**src/sv/tthd_pkg.sv**
```systemverilog
// ============================================================================
// tthd_pkg - shared types and constants for the touch tap/hold detector
// Register indexes, reset values, field widths, controller states and the
// command/status bundles between controller and datapath.
// ============================================================================
package tthd_pkg;

    localparam int HISTORY_DEPTH_DEF = 8;

    localparam int TIME_W    = 32;
    localparam int DEB_W     = 16;
    localparam int WIN_W     = 16;
    localparam int RCNT_W    = 4;
    localparam int S_TDATA_W = 40;   // now_ms (32) + pin_level (1), padded
    localparam int M_TDATA_W = 40;   // 5 flags + held_time_ms (32), padded
    localparam int PADDR_W   = 5;
    localparam int PDATA_W   = 32;

    localparam logic [TIME_W-1:0] HOLD_RST  = 32'd1000;
    localparam logic [DEB_W-1:0]  DEB_RST   = 16'd50;
    localparam logic [WIN_W-1:0]  WIN_RST   = 16'd1500;
    localparam logic [RCNT_W-1:0] RCNT_RST  = 4'd3;

    typedef enum logic [2:0] {
        REG_HOLD_THRESHOLD = 3'd0,
        REG_DEBOUNCE       = 3'd1,
        REG_ACTIVE_LOW     = 3'd2,
        REG_RAPID_WINDOW   = 3'd3,
        REG_RAPID_COUNT    = 3'd4
    } reg_idx_t;

    typedef enum logic [1:0] {
        ST_IDLE = 2'd0,
        ST_SCAN = 2'd1,
        ST_EMIT = 2'd2
    } state_t;

    typedef struct packed {
        logic accept;     // take the sample and update debounce state
        logic scan_en;    // check one tap-history entry
        logic load_out;   // move the finished result into the output register
    } cmd_t;

    typedef struct packed {
        logic tap_now;    // the sample being accepted produces a tap
        logic scan_last;  // the entry being checked is the last one
        logic out_free;   // the output register can take a result
    } status_t;

    typedef struct packed {
        logic [TIME_W-1:0] hold_threshold_ms;
        logic [DEB_W-1:0]  debounce_ms;
        logic              active_low;
        logic [WIN_W-1:0]  rapid_window_ms;
        logic [RCNT_W-1:0] rapid_tap_count;
    } cfg_t;

endpackage

```
**src/sv/touch_tap_hold_detector_unit.sv**
```systemverilog
// ============================================================================
// touch_tap_hold_detector_unit - debounced touch pin with tap/hold events
// Debounces timestamped pin samples, reports hold, release, tap and
// rapid-tap pulses and the held time, one result per sample.
// ============================================================================
//
//  channel  | ports          | content
//  ---------+----------------+---------------------------------------------
//  input    | s_tvalid/tready| s_tdata: now_ms, pin_level
//  result   | m_tvalid/tready| m_tdata: flags, held_time_ms
//  config   | APB psel..     | five registers at byte address 4*index
//
//  A sample without a tap goes from ST_IDLE through ST_EMIT to the output
//  register; a sample that records a tap passes through ST_SCAN as well,
//  the history scan that checks one ring entry per cycle.
//  A new sample is taken while the previous result still waits on m_tready;
//  a stalled output holds the controller before the next output load.
//  Synchronous active-low reset empties the ring and restores register
//  defaults at once.
//
module touch_tap_hold_detector_unit #(
    parameter int HISTORY_DEPTH = tthd_pkg::HISTORY_DEPTH_DEF
) (
    input  logic                           aclk,
    input  logic                           aresetn,
    // input request
    input  logic                           s_tvalid,
    output logic                           s_tready,
    input  logic [tthd_pkg::S_TDATA_W-1:0] s_tdata,   // [31:0] now_ms, [32] pin_level
    // result request
    output logic                           m_tvalid,
    input  logic                           m_tready,
    // [0] touched, [1] tap_event, [2] hold_event, [3] release_event,
    // [4] rapid_tap_event, [36:5] held_time_ms
    output logic [tthd_pkg::M_TDATA_W-1:0] m_tdata,
    // configuration
    input  logic                           psel,
    input  logic                           penable,
    input  logic                           pwrite,
    input  logic [tthd_pkg::PADDR_W-1:0]   paddr,
    input  logic [tthd_pkg::PDATA_W-1:0]   pwdata,
    output logic [tthd_pkg::PDATA_W-1:0]   prdata,
    output logic                           pready
);

    tthd_pkg::cfg_t    cfg_reg;
    tthd_pkg::cmd_t    cmd;
    tthd_pkg::status_t status;
    tthd_pkg::reg_idx_t cfg_idx;
    logic               cfg_wr;

    assign pready  = 1'b1;
    assign cfg_wr  = psel && penable && pwrite;
    // decode the register index from the word address
    assign cfg_idx = tthd_pkg::reg_idx_t'(paddr[4:2]);

    // write the addressed register; ignore addresses beyond the list
    always_ff @(posedge aclk) begin
        if (!aresetn) begin
            cfg_reg.hold_threshold_ms <= tthd_pkg::HOLD_RST;
            cfg_reg.debounce_ms       <= tthd_pkg::DEB_RST;
            cfg_reg.active_low        <= 1'b0;
            cfg_reg.rapid_window_ms   <= tthd_pkg::WIN_RST;
            cfg_reg.rapid_tap_count   <= tthd_pkg::RCNT_RST;
        end else if (cfg_wr) begin
            unique case (cfg_idx)
                tthd_pkg::REG_HOLD_THRESHOLD: cfg_reg.hold_threshold_ms <= pwdata;
                tthd_pkg::REG_DEBOUNCE:
                    cfg_reg.debounce_ms <= pwdata[tthd_pkg::DEB_W-1:0];
                tthd_pkg::REG_ACTIVE_LOW:     cfg_reg.active_low <= pwdata[0];
                tthd_pkg::REG_RAPID_WINDOW:
                    cfg_reg.rapid_window_ms <= pwdata[tthd_pkg::WIN_W-1:0];
                tthd_pkg::REG_RAPID_COUNT:
                    cfg_reg.rapid_tap_count <= pwdata[tthd_pkg::RCNT_W-1:0];
                default: ;
            endcase
        end
    end

    // return the addressed register, zero-extended; zero outside the list or when paddr[1:0] is not zero
    always_comb begin
        prdata = '0;
        if (paddr[1:0] == 2'b00) begin
            unique case (cfg_idx)
                tthd_pkg::REG_HOLD_THRESHOLD: prdata = cfg_reg.hold_threshold_ms;
                tthd_pkg::REG_DEBOUNCE:
                    prdata = {{(tthd_pkg::PDATA_W-tthd_pkg::DEB_W){1'b0}},
                              cfg_reg.debounce_ms};
                tthd_pkg::REG_ACTIVE_LOW:
                    prdata = {{(tthd_pkg::PDATA_W-1){1'b0}}, cfg_reg.active_low};
                tthd_pkg::REG_RAPID_WINDOW:
                    prdata = {{(tthd_pkg::PDATA_W-tthd_pkg::WIN_W){1'b0}},
                              cfg_reg.rapid_window_ms};
                tthd_pkg::REG_RAPID_COUNT:
                    prdata = {{(tthd_pkg::PDATA_W-tthd_pkg::RCNT_W){1'b0}},
                              cfg_reg.rapid_tap_count};
                default: prdata = '0;
            endcase
        end
    end

    tthd_ctrl u_ctrl (
        .aclk     (aclk),
        .aresetn  (aresetn),
        .s_tvalid (s_tvalid),
        .s_tready (s_tready),
        .status   (status),
        .cmd      (cmd)
    );

    tthd_datapath #(
        .HISTORY_DEPTH (HISTORY_DEPTH)
    ) u_datapath (
        .aclk     (aclk),
        .aresetn  (aresetn),
        .cfg      (cfg_reg),
        .s_tdata  (s_tdata),
        .m_tvalid (m_tvalid),
        .m_tready (m_tready),
        .m_tdata  (m_tdata),
        .cmd      (cmd),
        .status   (status)
    );

endmodule

```
**src/sv/tthd_ctrl.sv**
```systemverilog
// ============================================================================
// tthd_ctrl - sequencing controller
// Accepts a sample, runs the tap-history scan when a tap occurred, then
// hands the result to the output register.
// ============================================================================
module tthd_ctrl (
    input  logic              aclk,
    input  logic              aresetn,
    input  logic              s_tvalid,
    output logic              s_tready,
    input  tthd_pkg::status_t status,
    output tthd_pkg::cmd_t    cmd
);

    tthd_pkg::state_t state_reg;
    tthd_pkg::state_t state_next;

    always_ff @(posedge aclk) begin
        if (!aresetn) begin
            state_reg <= tthd_pkg::ST_IDLE;
        end else begin
            state_reg <= state_next;
        end
    end

    always_comb begin
        state_next   = state_reg;
        cmd.accept   = 1'b0;
        cmd.scan_en  = 1'b0;
        cmd.load_out = 1'b0;
        s_tready     = 1'b0;
        unique case (state_reg)
            tthd_pkg::ST_IDLE: begin
                s_tready = 1'b1;
                if (s_tvalid) begin
                    cmd.accept = 1'b1;
                    state_next = status.tap_now ? tthd_pkg::ST_SCAN : tthd_pkg::ST_EMIT;
                end
            end
            tthd_pkg::ST_SCAN: begin
                cmd.scan_en = 1'b1;
                if (status.scan_last) begin
                    state_next = tthd_pkg::ST_EMIT;
                end
            end
            tthd_pkg::ST_EMIT: begin
                if (status.out_free) begin
                    cmd.load_out = 1'b1;
                    state_next   = tthd_pkg::ST_IDLE;
                end
            end
            default: begin
                state_next = tthd_pkg::ST_IDLE;
            end
        endcase
    end

endmodule

```
**src/sv/tthd_datapath.sv**
```systemverilog
// ============================================================================
// tthd_datapath - debounce state, tap history ring and output register
// Holds the debounce/hold state, records taps in a ring of timestamps,
// counts recent taps one entry a cycle and holds the result for the stream.
// ============================================================================
module tthd_datapath #(
    parameter int HISTORY_DEPTH = tthd_pkg::HISTORY_DEPTH_DEF
) (
    input  logic                             aclk,
    input  logic                             aresetn,
    input  tthd_pkg::cfg_t                   cfg,
    input  logic [tthd_pkg::S_TDATA_W-1:0]   s_tdata,
    output logic                             m_tvalid,
    input  logic                             m_tready,
    output logic [tthd_pkg::M_TDATA_W-1:0]   m_tdata,
    input  tthd_pkg::cmd_t                   cmd,
    output tthd_pkg::status_t                status
);

    localparam int TW    = tthd_pkg::TIME_W;
    localparam int IDX_W = $clog2(HISTORY_DEPTH);
    localparam int CNT_W = $clog2(HISTORY_DEPTH + 1);
    localparam int CMP_W = (CNT_W > tthd_pkg::RCNT_W) ? CNT_W : tthd_pkg::RCNT_W;
    localparam logic [IDX_W-1:0] LAST_IDX = IDX_W'(HISTORY_DEPTH - 1);

    // debounce and hold state
    logic          last_raw_reg, last_raw_next;
    logic          stable_reg, stable_next;
    logic          hold_done_reg, hold_done_next;
    logic [TW-1:0] change_time_reg, change_time_next;
    logic [TW-1:0] press_time_reg, press_time_next;

    // tap history ring
    logic [TW-1:0]            tap_times [HISTORY_DEPTH];
    logic [HISTORY_DEPTH-1:0] tap_valid_reg;
    logic [IDX_W-1:0]         tap_slot_reg;
    logic [IDX_W-1:0]         scan_idx_reg;
    logic [CNT_W-1:0]         count_reg;

    // pending result
    logic          res_touched_reg, res_tap_reg, res_hold_reg, res_rel_reg;
    logic [TW-1:0] res_held_reg;
    logic [TW-1:0] now_reg;

    logic                          m_tvalid_reg;
    logic [tthd_pkg::M_TDATA_W-1:0] m_tdata_reg;

    logic [TW-1:0] now;
    logic          raw;
    logic          hold_ev, rel_ev, tap_ev;
    logic [TW-1:0] held_calc;
    logic [TW-1:0] age;
    logic          in_window;
    logic          rapid;

    assign now = s_tdata[TW-1:0];
    assign raw = s_tdata[TW] ^ cfg.active_low;

    // one debounce step
    always_comb begin
        last_raw_next    = last_raw_reg;
        stable_next      = stable_reg;
        hold_done_next   = hold_done_reg;
        change_time_next = change_time_reg;
        press_time_next  = press_time_reg;
        hold_ev          = 1'b0;
        rel_ev           = 1'b0;
        tap_ev           = 1'b0;
        priority if (raw != last_raw_reg) begin
            last_raw_next    = raw;
            change_time_next = now;
        end else if (raw == stable_reg) begin
            if (stable_reg && !hold_done_reg &&
                ((now - press_time_reg) >= cfg.hold_threshold_ms)) begin
                hold_done_next = 1'b1;
                hold_ev        = 1'b1;
            end
        end else if ((now - change_time_reg) >= {{(TW-tthd_pkg::DEB_W){1'b0}},
                                                 cfg.debounce_ms}) begin
            stable_next = raw;
            if (raw) begin
                press_time_next = now;
                hold_done_next  = 1'b0;
            end else begin
                rel_ev = 1'b1;
                tap_ev = !hold_done_reg;
            end
        end
        held_calc = stable_next ? (now - press_time_next) : '0;
    end

    always_ff @(posedge aclk) begin
        if (!aresetn) begin
            last_raw_reg    <= 1'b0;
            stable_reg      <= 1'b0;
            hold_done_reg   <= 1'b0;
            change_time_reg <= '0;
            press_time_reg  <= '0;
        end else if (cmd.accept) begin
            last_raw_reg    <= last_raw_next;
            stable_reg      <= stable_next;
            hold_done_reg   <= hold_done_next;
            change_time_reg <= change_time_next;
            press_time_reg  <= press_time_next;
        end
    end

    always_ff @(posedge aclk) begin
        if (cmd.accept) begin
            res_touched_reg <= stable_next;
            res_tap_reg     <= tap_ev;
            res_hold_reg    <= hold_ev;
            res_rel_reg     <= rel_ev;
            res_held_reg    <= held_calc;
            now_reg         <= now;
        end
    end

    // ring write on a tap
    always_ff @(posedge aclk) begin
        if (cmd.accept && tap_ev) begin
            tap_times[tap_slot_reg] <= now;
        end
    end

    assign age       = now_reg - tap_times[scan_idx_reg];
    assign in_window = tap_valid_reg[scan_idx_reg] &&
                       (age <= {{(TW-tthd_pkg::WIN_W){1'b0}}, cfg.rapid_window_ms});
    assign rapid     = res_tap_reg &&
                       (CMP_W'(count_reg) >= CMP_W'(cfg.rapid_tap_count));

    always_ff @(posedge aclk) begin
        if (!aresetn) begin
            tap_valid_reg <= '0;
            tap_slot_reg  <= '0;
            scan_idx_reg  <= '0;
            count_reg     <= '0;
        end else begin
            if (cmd.accept) begin
                scan_idx_reg <= '0;
                count_reg    <= '0;
                if (tap_ev) begin
                    tap_valid_reg[tap_slot_reg] <= 1'b1;
                    tap_slot_reg <= (tap_slot_reg == LAST_IDX) ? '0 : tap_slot_reg + 1'b1;
                end
            end
            if (cmd.scan_en) begin
                scan_idx_reg <= scan_idx_reg + 1'b1;
                if (in_window) begin
                    count_reg <= count_reg + 1'b1;
                end
            end
            if (cmd.load_out && rapid) begin
                tap_valid_reg <= '0;
            end
        end
    end

    // output register
    always_ff @(posedge aclk) begin
        if (!aresetn) begin
            m_tvalid_reg <= 1'b0;
        end else if (cmd.load_out) begin
            m_tvalid_reg <= 1'b1;
        end else if (m_tready) begin
            m_tvalid_reg <= 1'b0;
        end
    end

    always_ff @(posedge aclk) begin
        if (cmd.load_out) begin
            m_tdata_reg <= {3'b000, res_held_reg, rapid, res_rel_reg, res_hold_reg,
                            res_tap_reg, res_touched_reg};
        end
    end

    assign m_tvalid = m_tvalid_reg;
    assign m_tdata  = m_tdata_reg;

    assign status.tap_now   = tap_ev;
    assign status.scan_last = (scan_idx_reg == LAST_IDX);
    assign status.out_free  = !m_tvalid_reg || m_tready;

endmodule
```
**config.mk**
```make
export PLATFORM = sky130hd
export DESIGN_NAME = touch_tap_hold_detector_unit
export DESIGN_NICKNAME = d
export VERILOG_FILES = /design/src/sv/tthd_pkg.sv /design/src/sv/touch_tap_hold_detector_unit.sv /design/src/sv/tthd_ctrl.sv /design/src/sv/tthd_datapath.sv
export SDC_FILE = /design/constraint.sdc
export NUM_CORES = 1
export LEC_CHECK = 0
export ABC_AREA = 1
export BUFFER_PORTS_ARGS = -buffer_cell sky130_fd_sc_hd__clkbuf_2
export CAP_MARGIN = 5
export CORE_UTILIZATION = 60
export DETAILED_ROUTE_END_ITERATION = 10
export PLACE_DENSITY = 0.83
export REMOVE_ABC_BUFFERS = 1
export SETUP_SLACK_MARGIN = 0.4
export SLEW_MARGIN = 20
export SYNTH_ARGS = -nofsm -noshare
export SYNTH_HDL_FRONTEND = slang
export SYNTH_SLANG_ARGS = --single-unit
```
**constraint.sdc**
```tcl
create_clock -name aclk -period 8.7 [get_ports aclk]
set_input_delay 0.435 -clock aclk [delete_from_list [all_inputs] [get_ports aclk]]
set_output_delay 0.435 -clock aclk [all_outputs]
set_load 0.05 [all_outputs]
```
# Word-level counts from Yosys, hierarchy flattened
# Memory sizes are Yosys's and may differ from the RTL's. A register that Yosys moved wholly into a read port is not among the register bits.
# Index checks and enable logic that the tools add are counted.
[classes]
n_addsub = 7
n_lt_le_gt_ge = 7
n_eq_ne = 14
muxes = 46
bitwise = 6
reduce_logical = 31
[ops]
columns = ["cell", "count"]
rows = [
  ["2-to-1 mux 32 bit", 5],
  ["one-hot mux 32 bit (5 select lines)", 1],
  ["subtractor 32 bit", 4],
  ["greater-or-equal comparator 32 x 16 -> 1 bit", 1],
  ["greater-or-equal comparator 32 bit", 1],
  ["<= comparator 32 x 16 -> 1 bit", 1],
  ["2-to-1 mux 1 bit", 25],
  ["2-to-1 mux 3 bit", 5],
  ["AND reduction 2 bit", 7],
  ["2-to-1 mux 4 bit", 3],
  ["== test 3 bit, second input constant", 3],
  ["logical AND 1 bit", 9],
  ["< comparator 3 x 4 -> 1 bit, second input constant", 2],
  ["2-to-1 mux 2 bit", 4],
  ["inequality test 2 bit, second input constant", 4],
  ["OR 8 bit", 1],
  ["nonzero test 2 bit", 4],
  ["adder 3 x 1 -> 3 bit, second input constant", 2],
  ["== test 3 x 2 -> 1 bit, second input constant", 2],
  ["one-hot mux 2 bit (3 select lines)", 1],
  ["AND reduction 5 bit", 1],
  ["adder 4 x 1 -> 4 bit, second input constant", 1],
  ["greater-or-equal comparator 4 bit", 1],
  ["logical NOT 2 bit", 2],
  ["16 further kinds", 21],
]
[word_totals]
regBits = 262
ramBits = 256
output_inout_bits = 75
memories = 1
[mem_list]
columns = ["memory", "words", "width", "read_ports", "rd_ports_with_merged_regs", "wr", "line_no", "text"]
rows = [
  ["u_datapath.tap_times", 8, 32, 1, 1, 1, "tthd_datapath.sv:34", "logic [TW-1:0] tap_times [HISTORY_DEPTH];"],
]

# Logic depth before layout (Yosys ltp)
[logic_depth]
word_depth = 8
mapped_depth = 50
mapped_depth_nobuf = 46

# Modules after synthesis
# Synthesis repeated with hierarchy kept, for this count alone.
[hier_totals]
cells_unflattened = 3716
hier_area_um2 = 30449.2
[by_module_without_submodules]
columns = ["module", "n_inst", "cells_each", "area_per_inst_um2", "seq_area_each_um2"]
rows = [
  ["tthd_datapath", 1, 3223, 27014.7, 12622.1],
  ["touch_tap_hold_detector_unit", 1, 471, 3289.4, 1381.3],
  ["tthd_ctrl", 1, 22, 145.1, 40.0],
]

# Worst setup path after synthesis
# Ideal clock, no wire load.
[synth_path]
path_type = "input to register"
start = "input port s_tdata[0] (netlist name)"
end = "register u_datapath.res_held_reg[24], data pin"
arrival_ns = 5.149
t_required_ns = 8.445
path_slack_ns = 3.296
stages = 46
path_buffers = 4
path_cell_list = "inv_1 ha_1 fa_1 inv_1 nand2_1 nand2_1 nand3_1 nand2_2 nand2_1 nand2_1 xor2_1 ha_1 a21oi_1 nor2_1 a211oi_1 nand3_1 nor2_1 nand2_1 (+10 left out) inv_1 a31oi_1 nor2_1 nor2_1 o21bai_1 nand3_1 nand2_1 nand2_1 nand2_1 nand2_1 o21ai_2 nand3_1 nand2_2 nand2_1 nand2_1 nand2_1 a21oi_1 nor2_1"
[synth_between]
elab_chain_cells = 6
[synth_lines]
columns = ["item", "line_no", "text"]
rows = [
  ["start, declared", "touch_tap_hold_detector_unit.sv:29", "input logic [tthd_pkg::S_TDATA_W-1:0] s_tdata,"],
  ["subtractor 32 bit", "tthd_datapath.sv:78", "end else if ((now - change_time_reg) >= {{(TW-tthd_pkg::DEB_W){1'b0}},"],
  ["greater-or-equal comparator 32 x 16 -> 1 bit", "tthd_datapath.sv:78", ""],
  ["2-to-1 mux 32 bit", "tthd_datapath.sv:78", ""],
  ["2-to-1 mux 32 bit", "tthd_datapath.sv:72", "end else if (raw == stable_reg) begin"],
  ["2-to-1 mux 32 bit", "tthd_datapath.sv:69", "priority if (raw != last_raw_reg) begin"],
  ["subtractor 32 bit", "tthd_datapath.sv:89", "held_calc = stable_next ? (now - press_time_next) : '0;"],
  ["end signal, assigned", "tthd_datapath.sv:114", "res_held_reg <= held_calc;"],
  ["end, declared", "tthd_datapath.sv:42", "logic [TW-1:0] res_held_reg;"],
]
# Several ways; a longest one is shown, not always the timed one.
# A chain may end at the register's enable or synchronous reset.

==> impl_results.md <==
* Status: finished, final reports clean
* Post-synthesis sequential area ratio at 48.65%
* Cell repeated most along the worst path: nand3_1
* Area Growth Syn to Fin at 10.82%
* Crit Path Category: reg -> reg
* Synthesized cell area at 28860 µm²
* Share of layout cells above drive strength 1 at 9.125%
* Total of max-cap violations at 0
* Commonest non-fill, non-tap cell in the layout: nand2_1
* Shortest period the worst path allows at 6590 ps
* Final Cycle Share at 75.74%
* Worst min-delay path category: in -> reg
* CP max FO at 68
* Distinct cells, synth at 61
* Met2 Resource Use GR at 52.98%
* H-tree Lvls at 2
* Pre-CTS WS at 1967 ps
* Mean Syn Cell Area at 8.611 µm²
* Slowest CP cell: dfxtp_4
* Num ports at 159
* Clock-pin slew on the worst setup and hold paths at 60 ps
* Final slew viol count at 0
* Asr flop ratio synth at 0%
* Site Rows at 80
* Largest net degree at the start of global routing at 87
* Worst path arrival time at 7070 ps
* Routed length per instance at 18.63 µm
* Clock Root Buffer: clkbuf_16
* Critical Path Max Stage Delay at 760 ps
* Via count at 24189
* Met1 Track Usage GR at 39.67%
* Commonest cells after routing, fill and taps aside: 565 x nand2_1, 417 x inv_1, 361 x edfxtp_1, 356 x o21ai_0, 352 x nor2_1
* Worst-Margin Slew at 1075 ps
* Remaining DRCs at 0
* TNS Setup at 0 ps
* Final setup viols at 0
* Initial antenna violation count at 2
* Post-Synth Adder-Cell Area at 8.600%
* Reg-to-reg slack, setup at 2110 ps
* Clock latency at the later pin of the worst-skew pair at 620 ps
* # placed instances at 4033
* Die Span Y at 221.3 µm
* Via density at 5.850
* Multiplexer area fraction after synthesis at 0.04768%
* Required time of the critical path at 9180 ps
* Startpoint Class: flop
* Worst setup margin at 2110 ps
* Pre-antenna DRT Iters at 7
* GPL Wtd Cong at 1.030
* Antenna Nets Post-Route at 0
* Vias in the first global route at 22992
* Non-filler cells in the finished layout at 4135
* IO Port Bufs at 147
* Initial cell density of the core at 60.71%
* Achievable Freq at 151.8 MHz
* Complex-gate fraction of the synthesized area at 16.32%
* Worst vdd ir at 157.7 µV
* Post-CTS sizing at 0
* Die W at 221.3 µm
* Yosys warns at 0
* Buf/Inv on CP at 3
* Grt peak-use layer: met2
* Post-synth EDFFs at 361
* Static Leak at 13.37 nW
* Synth Instances at 3352
* Final core occ at 67.28%
* CTS tree: yes
* Core ar. at 47550 µm²
* Final Hold Fails at 0
* Met3 Usage GRT at 4.422%
* Slew headroom at 28.09%
* Detailed Route Iter0 Violations at 2085
* Simple-gate share of the synthesized area at 16.80%
* #FFs+latches synth at 521
* PD cells at 200.5 nW/µm²
* Post-CTS setup buffers at 0
* CTS Buffer Depth at 3
* CTS Buf Count at 53
* GRT Residual Overflow at 0
* Die area at 48990 µm²
* Fin Hold WS at 80.45 ps
* Post-DP HPWL at 52960 µm
* Most used DFF post-synth: edfxtp_1
* Gr usage total at 31.10%
* XOR/XNOR share of the synthesized area at 2.306%
* Hold-fix buffers at CTS at 0
* Largest register FFs at 256
* RSZ-0062 raised after global routing: false
* Total routed wirelength at 77050 µm
* Largest family of logic cells by synthesized area: simple AND/OR/NAND/NOR gates
* Crit-path leading delay family: simple AND/OR/NAND/NOR gates
* Crit end category: flop
* First-pass GRT wire length at 120100 µm
* Final net count at 3753
* Clock skew at 24.01 ps
* Num Clock Sinks at 521
-- tightest hold or removal path, cell delays in order --
cell and delay [ps]:
clkbuf_2 100, a21oi_1 60, o21ai_0 60
-- cell usage after synthesis, drive strengths merged (12+ instances only) --
library cell | count | share of area [%]
xnor2 | 30 | 0.91
buf | 13 | 0.32
o221ai | 44 | 1.3
nor3 | 50 | 0.90
a21oi | 290 | 5.0
nand4 | 30 | 0.67
xor2 | 46 | 1.4
o211ai | 16 | 0.42
nor2 | 366 | 4.8
nand3b | 12 | 0.31
dfxtp | 160 | 11
inv | 434 | 5.6
edfxtp | 361 | 38
o22ai | 41 | 0.89
nand2 | 581 | 7.7
o21ai | 376 | 6.6
ha | 192 | 8.3
nand3 | 102 | 1.8
clkbuf | 96 | 1.2
a211oi | 17 | 0.44
-- power by group --
group          switching, mW  total, mW  leakage, nW  internal (mW)
Clock                  0.981       2.36        0.857           1.38
Sequential            0.0338       2.79         4.61           2.75
Combinational          0.864       1.27         7.90          0.405
-- kinds of logic after synthesis --
logic type,after synthesis
buffers and inverters,546
and+or+nand+nor,1167
muxes,1
xor gates and xnor gates,76
AOI/OAI and AO/OA,843
other,2
adders and majority gates,196
DFF,521
-- stage by stage --
| step | area, µm² | power [mW] |
|---|---|---|
| after floorplan | 28420 | 3.724 |
| after global placement | 30190 | 4.042 |
| after detailed placement | 30190 | 4.075 |
| after CTS | 31980 | 6.414 |
| after global routing | 31990 | 6.677 |
| final | 31990 | 6.414 |
-- area by class of cell --
cell class	instances	area, µm²
inverters	437	1643
flip-flops and latches	521	14050
fillers	3733	15560
well taps	615	769.5
multi-input cells	2287	12800
diodes	2	5.005
clock buffers	69	1396
clock inverters	31	395.4
repair buffers	173	933.4
-- layer usage --
metal	wire length, µm	up-vias	share of wire (%)
li1	-	11739	-
met1	31010	11275	40
met2	36930	999	48
met3	6182	174	8.0
met4	2903	2	3.8
met5	13	-	0.017
-- final timing paths --
kind / from / endpoint / depth (start not counted)
max: flop / u_datapath.count_reg[1]$_SDFF_PN0_ / 31
min: pwdata[6] / cfg_reg[43]$_SDFFE_PN1P_ / 3
max reg2reg: flop / u_datapath.count_reg[1]$_SDFF_PN0_ / 31
min reg2reg: u_datapath.res_held_reg[12]$_SDFFCE_PN0P_ / u_datapath.m_tdata[17]$_DFFE_PP_ / 0
(Power assumes the default switching activity.)
